**src/sliding_window_mean_variance_macros.svh**
```systemverilog
// Assertion macros shared by the sliding window mean and variance block.
`ifndef SLIDING_WINDOW_MEAN_VARIANCE_MACROS_SVH
`define SLIDING_WINDOW_MEAN_VARIANCE_MACROS_SVH

// The consequent must hold in the same cycle as the antecedent.
`define SWMV_ASSERT_NOW(label, clk, rst, ante, cons, msg) \
   label: assert property (@(posedge clk) disable iff (rst) (ante) |-> (cons)) \
      else $error(msg);

// The consequent must hold in the cycle after the antecedent.
`define SWMV_ASSERT_NEXT(label, clk, rst, ante, cons, msg) \
   label: assert property (@(posedge clk) disable iff (rst) (ante) |=> (cons)) \
      else $error(msg);

`endif

```
**src/swmv_pkg.sv**
```systemverilog
// Types and fixed constants shared by the sliding window mean and variance block.
`default_nettype none

package swmv_pkg;

   localparam int CFG_W       = 9;
   localparam int COUNT_OUT_W = 9;
   localparam int MEAN_W      = 32;
   localparam int DEV_W       = 56;

   localparam logic [CFG_W-1:0] WINDOW_SIZE_RESET = 9'd256;

   typedef enum logic [2:0] {
      ST_IDLE,
      ST_SQ_NEW,
      ST_SQ_OLD,
      ST_UPDATE,
      ST_SUMSQ,
      ST_DIV_MEAN,
      ST_DIV_VAR,
      ST_EMIT
   } state_type;

   typedef enum logic [1:0] {
      MUL_SAMPLE,
      MUL_OLD,
      MUL_SUM
   } mul_sel_type;

   typedef enum logic {
      DIV_SEL_MEAN,
      DIV_SEL_VAR
   } div_sel_type;

   typedef struct packed {
      logic        take_sample;
      logic        mul_en;
      mul_sel_type mul_sel;
      logic        sqx_take;
      logic        update;
      logic        div_start;
      div_sel_type div_sel;
      logic        take_mean;
      logic        take_var;
      logic        load_out;
   } cmd_type;

   typedef struct packed {
      logic div_busy;
      logic div_done;
   } status_type;

endpackage

`default_nettype wire

```
**src/swmv_ctrl.sv**
```systemverilog
// Sequencer for one sample transaction: squares, window update, two divisions, result hand-off.
`default_nettype none

module swmv_ctrl
   import swmv_pkg::*;
(
   input  wire logic        clock,
   input  wire logic        reset,
   input  wire logic        req_valid,
   output logic             req_ready,
   output logic             rsp_valid,
   input  wire logic        rsp_ready,
   input  wire status_type  status,
   output cmd_type          cmd
);

`include "sliding_window_mean_variance_macros.svh"

   state_type state_ff, state_in;
   logic      rsp_valid_ff, rsp_valid_in;
   logic      out_free;

   // The result register can be loaded when it is empty or drains this cycle.
   assign out_free = !rsp_valid_ff || rsp_ready;

   always_comb begin
      state_in = state_ff;
      case (state_ff)
         ST_IDLE: begin
            if (req_valid) begin
               state_in = ST_SQ_NEW;
            end
         end
         ST_SQ_NEW:   state_in = ST_SQ_OLD;
         ST_SQ_OLD:   state_in = ST_UPDATE;
         ST_UPDATE:   state_in = ST_SUMSQ;
         ST_SUMSQ:    state_in = ST_DIV_MEAN;
         ST_DIV_MEAN: begin
            if (status.div_done) begin
               state_in = ST_DIV_VAR;
            end
         end
         ST_DIV_VAR: begin
            if (status.div_done) begin
               state_in = ST_EMIT;
            end
         end
         ST_EMIT: begin
            if (out_free) begin
               state_in = ST_IDLE;
            end
         end
         default: state_in = ST_IDLE;
      endcase
   end

   always_comb begin
      cmd       = '0;
      req_ready = 1'b0;
      case (state_ff)
         ST_IDLE: begin
            req_ready       = 1'b1;
            cmd.take_sample = req_valid;
         end
         ST_SQ_NEW: begin
            cmd.mul_en  = 1'b1;
            cmd.mul_sel = MUL_SAMPLE;
         end
         ST_SQ_OLD: begin
            cmd.mul_en   = 1'b1;
            cmd.mul_sel  = MUL_OLD;
            cmd.sqx_take = 1'b1;
         end
         ST_UPDATE: begin
            cmd.update = 1'b1;
         end
         ST_SUMSQ: begin
            cmd.mul_en    = 1'b1;
            cmd.mul_sel   = MUL_SUM;
            cmd.div_start = 1'b1;
            cmd.div_sel   = DIV_SEL_MEAN;
         end
         ST_DIV_MEAN: begin
            cmd.take_mean = status.div_done;
            cmd.div_start = status.div_done;
            cmd.div_sel   = DIV_SEL_VAR;
         end
         ST_DIV_VAR: begin
            cmd.take_var = status.div_done;
         end
         ST_EMIT: begin
            cmd.load_out = out_free;
         end
         default: begin
            cmd = '0;
         end
      endcase
   end

   always_comb begin
      rsp_valid_in = rsp_valid_ff;
      if (cmd.load_out) begin
         rsp_valid_in = 1'b1;
      end else if (rsp_ready) begin
         rsp_valid_in = 1'b0;
      end
   end

   always_ff @(posedge clock) begin
      if (reset) begin
         state_ff     <= ST_IDLE;
         rsp_valid_ff <= 1'b0;
      end else begin
         state_ff     <= state_in;
         rsp_valid_ff <= rsp_valid_in;
      end
   end

   assign rsp_valid = rsp_valid_ff;

   `SWMV_ASSERT_NOW(a_done_in_div_state, clock, reset, status.div_done,
      state_ff == ST_DIV_MEAN || state_ff == ST_DIV_VAR,
      "divider finished outside a division state")
   `SWMV_ASSERT_NEXT(a_load_shows_result, clock, reset, cmd.load_out,
      rsp_valid_ff && state_ff == ST_IDLE,
      "loaded result not presented or sequencer not back to idle")

endmodule

`default_nettype wire

```
**config.mk**
```make
export PLATFORM = sky130hd
export DESIGN_NAME = swmv_ctrl
export DESIGN_NICKNAME = d
export VERILOG_FILES = /design/src/swmv_pkg.sv /design/src/swmv_ctrl.sv
export VERILOG_INCLUDE_DIRS = /design/src /design/src/src
export SDC_FILE = /design/constraint.sdc
export NUM_CORES = 1
export LEC_CHECK = 0
export BUFFER_PORTS_ARGS = -buffer_cell sky130_fd_sc_hd__buf_2
export CAP_MARGIN = 20
export CORE_AREA = 3 3 40 42
export DETAILED_ROUTE_END_ITERATION = 10
export DIE_AREA = 0 0 43 45
export GPL_TIMING_DRIVEN = 0
export SYNTH_ARGS = -nofsm -noshare
export SYNTH_HDL_FRONTEND = slang
export SYNTH_SLANG_ARGS = --single-unit
```
**constraint.sdc**
```tcl
create_clock -name clock -period 1.03 [get_ports clock]
set_input_delay 0.1545 -clock clock [delete_from_list [all_inputs] [get_ports clock]]
set_output_delay 0.1545 -clock clock [all_outputs]
set_load 0.02 [all_outputs]
```
Word level (Yosys, flattened, before mapping)
Cells that the tools add are included.
- register bits after elaboration: 4
- latch bits: 0
- RAM bits: 0
- bits in read-only memories: 0
- input bits: 6
- output and inout bits: 13
- word-level logic and storage cells: 34
- memories kept: 0
- $add $sub $neg: 0
- multiply operators: 0
- divide/modulo/power cells: 0
- order comparisons: 0
- eq/ne operators: 11
- shift operators: 0
- multiplexer cells: 16
- bitwise logic cells: 0
- reductions and logical operators: 5
- operators with widths (cell ; number):
    $pmux 3 s8 ; 1
    $eq 3x3->1 const B ; 4
    $mux 3 ; 4
    $mux 1 ; 9
    $pmux 3 s3 ; 1
    $ne 2x2->1 const B ; 4
    $eq 3x2->1 const B ; 2
    $pmux 2 s2 ; 1
    $reduce_and 4->1 ; 1
    $eq 3x1->1 const B ; 1
    $logic_not 3->1 ; 1
    $reduce_bool 2->1 ; 1
    $logic_not 1->1 ; 1
    $logic_or 1x1->1 ; 1

Longest topological paths before layout
Gate-level depths: netlist of run 1.
- depth in word-level cells: 4
- mapped depth: 4

Least setup slack after synthesis of run 1
Ideal clock, no wire load.
- kind: reg2out
- start: reg state_ff[1]
- end: out cmd[7] (netlist bit)
- arrival time: 1.371 ns
- data required time: 0.876 ns
- slack: -0.495 ns
- cell stages (with the launch flop): 4
- path buffers: 2
- path through: dfxtp_1 buf_2 nor3b_1 buf_4
- RTL lines (what ; line ; source):
    start, declared ; swmv_ctrl.sv:19 ; state_type state_ff, state_in;
    start signal, assigned ; swmv_ctrl.sv:114 ; state_ff <= state_in;
    end, declared ; swmv_ctrl.sv:14 ; output cmd_type cmd

==> results of run 1 <==
synthesized netlist by cell type:
master     count  area, sq um
and2_1         1         6.26
dfxtp_1        4         80.1
nor3_1         6         30.0
and4_1         1         8.76
nor2b_1        1         6.26
or3_1          1         6.26
nor3b_1        1         7.51
inv_1          2         7.51
a21oi_1        5         25.0
nand3_1        1         5.00
nand2b_1       3         18.8
xor2_1         1         8.76
buf_4          3         22.5
a2111oi_2      1         15.0
buf_2          2         10.0
nor2_1         5         18.8
nand2_1        1         3.75
a2111oi_0      1         8.76
o21a_1         1         7.51
o21ai_0        1         5.00
per-layer routing:
| layer | up-vias | share of wire |
|---|---|---|
| li1 | 213 | - |
| met1 | 200 | 0.39 |
| met2 | 13 | 0.54 |
| met3 | 2 | 0.053 |
| met4 | 0 | 0.017 |
| met5 | - | 0 |
sequential cells by signal, summed over array words and instances, names as in the netlist:
signal	cells
rsp_valid	1
state_ff	3
power by group through the flow:
stage / registers, W / logic, W / clock network [W]
2_1_floorplan: 0.000215 / 0.000409 / 0
3_3_place_gp: 0.000220 / 0.000521 / 0
3_5_place_dp: 0.000220 / 0.000522 / 0
4_1_cts: 0.000213 / 0.000789 / 0.000201
5_1_grt: 0.000218 / 0.000908 / 0.000214
6_report: 0.000215 / 0.000867 / 0.000190
metrics by stage:
step                      worst slack [ns]  total power [W]  std cells
after detailed placement            -0.185         0.000742         74
after global routing                -0.342          0.00134         88
after CTS                           -0.306          0.00120         87
final                               -0.306          0.00127         88
after global placement              -0.177         0.000741         74
after floorplan                     -0.109         0.000624         42
final cells by class:
class | instances | area [sq um] | area share
plain buffers | 5 | 68.8 | 0.0914
multi-input cells | 31 | 314 | 0.417
well taps | 15 | 18.8 | 0.0249
flip-flops and latches | 4 | 88.8 | 0.118
repair buffers | 28 | 233 | 0.309
inverters | 2 | 7.51 | 0.00997
clock buffers | 3 | 22.5 | 0.0299
worst paths after layout:
check / start / end / slack, ns / depth (start not counted)
setup / recovery: state_ff[2]$_SDFFE_PP0P_ / cmd[7] / -0.31 / 4
hold / removal: reset / state_ff[2]$_SDFFE_PP0P_ / 0.18 / 2
setup reg to reg: state_ff[2]$_SDFFE_PP0P_ / state_ff[0]$_SDFFE_PP0P_ / -0.23 / 3
hold reg to reg: rsp_valid$_SDFFE_PP0P_ / rsp_valid$_SDFFE_PP0P_ / 0.52 / 2
kinds of logic (layout without fill, tap and decap cells):
kind of cell / count (synthesis) / after routing
flops: 4 / 4
buf+inv: 7 / 38
compound gates: 9 / 9
xor+xnor: 1 / 1
simple gates: 21 / 21
timing repair:
action	4_1_cts	5_1_grt
buffers inserted	9	1
endpoints found under the setup margin	13	15
pin swaps	6	5
gates resized for setup	37	11
gates cloned	1	0
==> results.py, run 1 <==
metrics = {
    "critical_path": {
        "timing.critical_path.slowest_stage_cell": "dfxtp_4",
        "critPathLaunchType": "flop",
        "end_kind": "primary output",
        "path_class": "flop to primary output",
        "crit_path_max_fanout": 8,
        "slowest_delay_ns": 0.35,
        "worstPathCellList": "buf_12 > nor3b_4 > buf_6 > buf_6",
        "cpLargestDelayFamily": "buffers and inverters",
        "worstPathArrival_ns": 1.18,
        "crit_top_cell": "buf_6",
        "critical_path_buf_inv_count": 3,
        "crit_required_ns": 0.88,
    },
    "clocking": {
        "cts_buffers": 3,
        "insertion_delay_of_the_later_clocked_pin_in_the_worst_skew_pair_ns": 0.23,
        "ctsHtreeMaxLevel": 1,
        "clk_path_buf_depth": 2,
        "clk_root_buffer_cell": "clkbuf_4",
        "clkSlewWorstSetupHoldPaths_ns": 0.03,
        "clock_sinks": 4,
        "cts_tree": "done",
        "post_cts_hold_buffer_count": 0,
    },
    "synthesis": {
        "synthCells": 42,
        "synth_fp_nets": 48,
        "synth-compound-area-share": 0.203,
        "yosys.area_share.simple": 0.369,
        "synthMuxAreaShare": 0,
        "ys.warnings.count": 0,
        "cell_area_after_synthesis_sq_um": 302,
        "synth_xor_area_frac": 0.0290,
        "synth_adder_area_share": 0,
        "synth_top_family_by_area": "simple AND/OR/NAND/NOR gates",
        "avgSynthCellArea_sq_um": 7.18,
        "ys_types": 20,
        "synth-seq-cells": 4,
        "seq_area_frac_synth": 0.266,
    },
    "global_routing": {
        "global_route_track_usage_on_met1": 0.130,
        "global_route.usage.total": 0.120,
        "grt_overflow_total": 0,
        "largest_net_degree_at_the_start_of_global_routing": 9,
        "busiest_layer": "met2",
        "gr-usage-met3": 0.0518,
        "use_met2": 0.222,
        "antenna_found_initial": 0,
        "grt_first_pass_wirelength_mm": 1.73,
        "via_count_of_the_first_global_routing_pass": 405,
    },
    "cells_and_area": {
        "post_route_cells_drive_above_1_share": 0.795,
        "design_area_sq_um": 753,
        "fin_util": 0.586,
        "fillers": 119,
        "final_cell_mix": "13 x buf_6, 12 x buf_4, 6 x buf_2",
        "n_antenna_cell": 0,
        "layout_commonest_cell": "buf_6",
        "areaGrowthSynthToFinish_pct": 150,
        "finalNetCount": 81,
    },
    "floorplanning": {
        "die-area_sq_mm": 0.00194,
        "rows": 13,
        "floorplan.die.height_um": 45,
        "chipWidth_um": 43,
        "core_area_sq_mm": 0.00128,
        "initial_core_utilization": 0.235,
        "io-pin-count": 19,
    },
    "sta": {
        "drv_slew": 0,
        "setup_viol_count_final": 13,
        "timing.hold.ws_ns": 0.182,
        "setup_total_negative_slack_ns": -3.16,
        "final.period_utilization": 1.30,
        "period_minus_slack_ns": 1.34,
        "skew_ns": 0.00338,
        "max_freq_mhz": 749,
        "slew_headroom": 0.630,
        "hold_viol_final": 0,
        "rsz0062_at_grt": "true",
        "postLayoutSetupSlackWorst_ns": -0.306,
        "worst_pin_slew_ns": 0.540,
    },
    "hold_path": {
        "hp-class": "input port to flop",
    },
    "route": {
        "vias": 428,
        "routed_wl_mm": 1.24,
        "drt_first_pass_iters": 3,
        "route.detailed.vias_per_inst": 4.86,
        "drc_violations_left": 0,
        "detail-route-antenna-nets": 0,
        "drt-initial-drc-count": 3,
        "routed_wire_length_per_instance_um": 14.0,
    },
    "run_status": {
        "run_status": "finished, violations left",
        "violations_in_the_final_reports": "setup timing",
    },
    "power_and_ir_drop": {
        "p_per_area_mw_per_mm2": 1690,
        "switching_power_w": 0.000511,
        "power.clock.fraction": 0.150,
        "switching_share": 0.401,
        "p_leak_nw": 0.338,
        "share_comb_of_total_power": 0.682,
        "worst_vdd_rail_ir_drop_mv": 0.937,
        "pwr-share-seq": 0.169,
        "internal_power_contribution_w": 0.000762,
    },
    "place": {
        "place.detailed.hpwl_um": 630,
        "routabilityCongestion": 0.690,
        "place.port_buffers": 17,
        "dpl-instance-area_sq_um": 479,
    },
    "job": {
        "max-cap-violations": 0,
    },
}
Power figures use the tool's default switching activity.
==> run 2: changes to the inputs <==
clock period = 1.7 ns   (was 1.03 ns; I/O delays follow)
==> run 2 against run 1 <==
The run now ends clean. Total power is 62% lower. Die area stayed put. Critical path depth stayed put. Sequential cell count stayed put. Via count is 19% lower. First-iteration DRC count is 67% higher. Final area is 42% lower. Combinational power is 72% lower. Clock-buffer cell count stayed put. Utilization is 25 points lower.
==> results.py, run 2 (synthesis results as in run 1) <==
metrics = {
    "sta": {
        "timing.hold.ws_ns": 0.280,
        "worst_pin_slew_ns": 0.323,
        "max_freq_mhz": 640,
        "skew_ns": 0.00218,
        "final.period_utilization": 0.919,
        "period_minus_slack_ns": 1.56,
        "setup_total_negative_slack_ns": 0,
        "setup_viol_count_final": 0,
        "drv_slew": 0,
        "hold_viol_final": 0,
        "slew_headroom": 0.779,
        "rsz0062_at_grt": "false",
    },
    "floorplanning": {
        "floorplan.die.height_um": 45,
        "chipWidth_um": 43,
        "die-area_sq_mm": 0.00194,
        "io-pin-count": 19,
        "core_area_sq_mm": 0.00128,
        "rows": 13,
        "initial_core_utilization": 0.235,
    },
    "global_routing": {
        "gr-usage-met3": 0.0598,
        "use_met2": 0.117,
        "antenna_found_initial": 0,
        "global_route_track_usage_on_met1": 0.0990,
        "largest_net_degree_at_the_start_of_global_routing": 11,
        "busiest_layer": "met2",
        "grt_first_pass_wirelength_mm": 1.17,
        "grt_overflow_total": 0,
        "global_route.usage.total": 0.0792,
        "via_count_of_the_first_global_routing_pass": 286,
    },
    "critical_path": {
        "count_of_cells_along_the_worst_register_to_register_path": 4,
        "path_class": "flop to primary output",
        "critPathLaunchType": "flop",
        "end_kind": "primary output",
        "worstPathArrival_ns": 1.31,
        "reg2reg_from": "state_ff[2]$_SDFFE_PP0P_",
        "crit_path_max_fanout": 10,
        "crit_required_ns": 1.44,
        "timing.reg2reg.setup_slack_ns": 0.60,
        "worstReg2RegEnd": "state_ff[0]$_SDFFE_PP0P_",
    },
    "hold_path": {
        "hp-class": "input port to flop",
        "hold_end": "rsp_valid$_SDFFE_PP0P_",
        "whs_path_depth": 2,
        "min-delay-start": "reset",
    },
    "cells_and_area": {
        "registers.top_by_ff_count": "state_ff",
        "layout_commonest_cell": "buf_2",
        "final_cell_mix": "19 x buf_2, 6 x nor3_1, 5 x a21oi_1",
        "post_route_cells_drive_above_1_share": 0.435,
        "design_area_sq_um": 434,
        "n_antenna_cell": 0,
        "finalNetCount": 70,
        "areaGrowthSynthToFinish_pct": 44.0,
        "largest_register_ffs": 3,
    },
    "route": {
        "drt_first_pass_iters": 4,
        "route.detailed.vias_per_inst": 4.51,
        "drc_violations_left": 0,
        "drt-initial-drc-count": 5,
        "vias": 347,
        "routed_wl_um": 717,
        "detail-route-antenna-nets": 0,
        "routed_wire_length_per_instance_um": 9.31,
    },
    "place": {
        "dpl-instance-area_sq_um": 405,
        "routabilityCongestion": 0.690,
        "place.detailed.hpwl_um": 569,
        "place.port_buffers": 17,
    },
    "power_and_ir_drop": {
        "worst_vdd_rail_ir_drop_mv": 0.335,
        "p_per_area_mw_per_mm2": 1110,
        "p_leak_nw": 0.224,
    },
    "job": {
        "max-cap-violations": 0,
    },
    "clocking": {
        "insertion_delay_of_the_later_clocked_pin_in_the_worst_skew_pair_ns": 0.23,
        "clkSlewWorstSetupHoldPaths_ns": 0.04,
        "clock_sinks": 4,
        "ctsHtreeMaxLevel": 1,
        "post_cts_hold_buffer_count": 0,
        "cts_tree": "done",
        "clk_root_buffer_cell": "clkbuf_4",
        "post_cts.repair.setup_buffers": 0,
        "clk_path_buf_depth": 2,
        "cts_buffers": 3,
    },
    "run_status": {
        "run_status": "finished clean",
    },
}
## run 2: cell count changes in the layout (fill, tap and decap cells not counted), sizes merged
cell,delta
buf,-11
## run 2: metrics by stage
step | cells | setup slack [ns] | utilization | power (W)
CTS | 77 | 0.0887 | 0.333 | 0.000488
floorplan | 42 | 0.0743 | - | 0.000303
detailed placement | 74 | 0.341 | 0.315 | 0.000371
global route | 77 | 0.00526 | 0.338 | 0.000521
finish | 77 | 0.138 | 0.338 | 0.000483
global placement | 74 | 0.341 | 0.315 | 0.000369
## run 2: worst max-delay path by stage
stage,from,endpoint,slack (ns),cells past startpoint
floorplan,state_ff[1]$_SDFFE_PP0P_,cmd[7],0.07,3
global placement,state_ff[1]$_SDFFE_PP0P_,cmd[0],0.34,5
detailed placement,state_ff[2]$_SDFFE_PP0P_,cmd[0],0.34,5
CTS,state_ff[2]$_SDFFE_PP0P_,cmd[0],0.09,5
global route,state_ff[1]$_SDFFE_PP0P_,cmd[0],0.005,5
finish,state_ff[1]$_SDFFE_PP0P_,cmd[7],0.14,4
## run 2: report_power, final
group          internal [W]  total [W]  switching (W)
Sequential         0.000110   0.000126      0.0000163
Combinational     0.0000959   0.000244       0.000148
Clock             0.0000786   0.000112      0.0000338
## run 2: layout make-up
class	instances	area (sq um)
sequential	4	80.1
tap	15	18.8
multi-input combinational	31	184
inverter	2	7.51
fill	140	851
buffer	5	36.3
clock buffer	3	22.5
timing repair buffer	17	85.1
## run 2: repair_timing
item	in CTS	in global routing
endpoints found under the hold margin	0	0
endpoints found under the setup margin	0	1
gates resized for setup	0	2
## run 2: per-layer routing
layer / vias to the layer above / wire (um)
li1: 186 / -
met1: 150 / 360
met2: 11 / 282
met3: 0 / 74
met4: 0 / 0
met5: - / 0
## run 2: critical path, cell delays in order, from the launching register on
cell and delay (ns):
dfxtp_1 0.35, buf_2 0.20, nor3b_1 0.24, buf_4 0.14, buf_2 0.15
==> run 3: changes to the inputs <==
ABC_AREA = 1   (was default)
==> run 3 against run 2 <==
Sequential cell count stayed put. Synthesized area is 10% higher. Routed wire length rose by 2.6%. Critical path type unchanged. Clock skew grew 0.0037 ns. Via count grew 6.3%.
==> results.py, run 3 <==
metrics = {
    "hold_path": {
        "whs_path_depth": 4,
        "hp-class": "input port to flop",
    },
    "floorplanning": {
        "floorplan.die.height_um": 45,
        "io-pin-count": 19,
        "die-area_sq_mm": 0.00194,
        "rows": 13,
        "initial_core_utilization": 0.258,
        "core_area_sq_mm": 0.00128,
        "chipWidth_um": 43,
    },
    "power_and_ir_drop": {
        "p_leak_nw": 0.269,
        "p_per_area_mw_per_mm2": 1190,
        "worst_vdd_rail_ir_drop_mv": 0.342,
    },
    "route": {
        "top_signal_layer_used": "met3",
        "routed_wl_um": 736,
        "wl_met3_um": 37,
        "vias": 369,
        "detail_route.wirelength.met1_um": 339,
        "routed_wire_length_per_instance_um": 8.36,
        "drc_violations_left": 0,
        "detail-route-antenna-nets": 0,
        "drt-initial-drc-count": 4,
        "drt_first_pass_iters": 2,
        "met2RoutedLength_um": 359,
        "route.detailed.vias_per_inst": 4.19,
    },
    "critical_path": {
        "end_kind": "primary output",
        "count_of_cells_along_the_worst_register_to_register_path": 8,
        "crit_required_ns": 1.44,
        "critPathLaunchType": "flop",
        "crit_path_max_fanout": 8,
        "worstPathArrival_ns": 1.30,
        "path_class": "flop to primary output",
    },
    "clocking": {
        "clk_root_buffer_cell": "clkbuf_4",
        "ctsHtreeMaxLevel": 1,
        "post_cts.repair.setup_buffers": 0,
        "cts_tree": "done",
        "clk_path_buf_depth": 2,
        "insertion_delay_of_the_later_clocked_pin_in_the_worst_skew_pair_ns": 0.23,
        "clkSlewWorstSetupHoldPaths_ns": 0.03,
        "clock_sinks": 4,
        "cts_buffers": 3,
    },
    "synthesis": {
        "synth-seq-cells": 4,
        "cell_area_after_synthesis_sq_um": 332,
        "synthTopCellsByCount": "9 x nor2_1, 8 x nand2_1, 7 x inv_1, 4 x dfxtp_1",
        "synth_edf_count": 0,
        "synth_fp_nets": 59,
        "avgSynthCellArea_sq_um": 6.26,
        "yosys.cell_count.top_type": "nor2_1",
        "ys.warnings.count": 0,
        "seq_area_frac_synth": 0.242,
        "post-synth-top-area-fraction": 0.242,
        "synthArstFlopShare": 0,
        "main_flop_type_after_synthesis": "dfxtp_1",
        "netlist_top_cells_area": "dfxtp_1 24%, nor2_1 10%, nand2_1 9.1%",
        "netlist.top_cell.by_area": "dfxtp_1",
        "ys_types": 19,
        "synthCells": 53,
    },
    "cells_and_area": {
        "layout_commonest_cell": "buf_2",
        "largest_register_ffs": 3,
        "areaGrowthSynthToFinish_pct": 38.5,
        "n_antenna_cell": 0,
        "design_area_sq_um": 459,
        "registers.top_by_ff_count": "state_ff",
        "final_cell_mix": "18 x buf_2, 9 x nor2_1, 8 x nand2_1",
        "finalNetCount": 81,
        "post_route_cells_drive_above_1_share": 0.466,
    },
    "place": {
        "place.port_buffers": 17,
        "place.detailed.hpwl_um": 599,
        "routabilityCongestion": 0.724,
        "dpl-instance-area_sq_um": 435,
    },
    "global_routing": {
        "via_count_of_the_first_global_routing_pass": 335,
        "antenna_found_initial": 0,
        "grt_overflow_total": 0,
        "global_route.usage.total": 0.0882,
        "largest_net_degree_at_the_start_of_global_routing": 9,
        "grt_first_pass_wirelength_mm": 1.28,
    },
    "sta": {
        "period_minus_slack_ns": 1.56,
        "drv_slew": 0,
        "hold_viol_final": 0,
        "worst_pin_slew_ns": 0.218,
        "final.period_utilization": 0.917,
        "setup_viol_count_final": 0,
        "slew_headroom": 0.854,
        "setup_total_negative_slack_ns": 0,
        "max_freq_mhz": 641,
        "skew_ns": 0.00591,
    },
    "job": {
        "max-cap-violations": 0,
    },
    "run_status": {
        "run_status": "finished clean",
    },
}
==> run 3: worst paths after layout <==
path	start	end	slack (ns)
worst max-delay path	state_ff[2]$_SDFFE_PP0P_	cmd[0]	0.14
worst min-delay path	reset	state_ff[2]$_SDFFE_PP0P_	0.30
worst max register to register	state_ff[2]$_SDFFE_PP0P_	state_ff[1]$_SDFFE_PP0P_	0.63
worst min register to register	state_ff[0]$_SDFFE_PP0P_	state_ff[0]$_SDFFE_PP0P_	0.60
==> run 3: routing by layer <==
metal	up-vias	GRT usage
met1	153	0.103
met5	-	0
li1	207	-
met3	0	0.0239
met2	9	0.135
met4	0	0.0723
==> run 3: critical path, cell delays in order, from the launching register on <==
cell     delay [ns]
dfxtp_1        0.29
buf_2          0.18
inv_2          0.08
nor2_4         0.13
inv_1          0.06
nor2_1         0.08
buf_4          0.10
buf_2          0.14
==> run 3: power breakdown <==
part           switching (W)  internal, W  total (W)
clock network      0.0000369    0.0000788   0.000116
registers          0.0000205     0.000113   0.000134
logic               0.000196     0.000102   0.000298
==> run 3: cell type report <==
| type | count | area, sq um |
|---|---|---|
| Multi-Input combinational cell | 36 | 194 |
| Inverter | 10 | 37.5 |
| Timing Repair Buffer | 17 | 85.1 |
| Buffer | 3 | 20.0 |
| Sequential cell | 4 | 81.3 |
| Fill cell | 153 | 826 |
| Tap cell | 15 | 18.8 |
| Clock buffer | 3 | 22.5 |
==> run 3: cell families (layout without fill, tap and decap cells) <==
logic type	after synthesis	after routing	share of synthesized area
simple gates	32	32	0.506
flops	4	4	0.242
compound gates	4	4	0.0793
buf+inv	13	33	0.174
==> run 3: repair_timing <==
action                                  CTS  global route
endpoints found under the hold margin     0             0
resized for setup                         0             1
hold buffers                              0             0
endpoints found under the setup margin    0             1
==> run 3: per-stage QoR <==
stage | std cells | power [W] | setup WS (ns) | utilization | hold slack, ns
6_report | 88 | 0.000548 | 0.140 | 0.357 | 0.304
5_1_grt | 88 | 0.000602 | -0.00318 | 0.357 | 0.330
4_1_cts | 88 | 0.000555 | 0.0717 | 0.356 | 0.304
3_5_place_dp | 85 | 0.000434 | 0.333 | 0.339 | 0.548
3_3_place_gp | 85 | 0.000432 | 0.333 | 0.339 | 0.543
2_1_floorplan | 53 | 0.000355 | 0.215 | - | 0.432
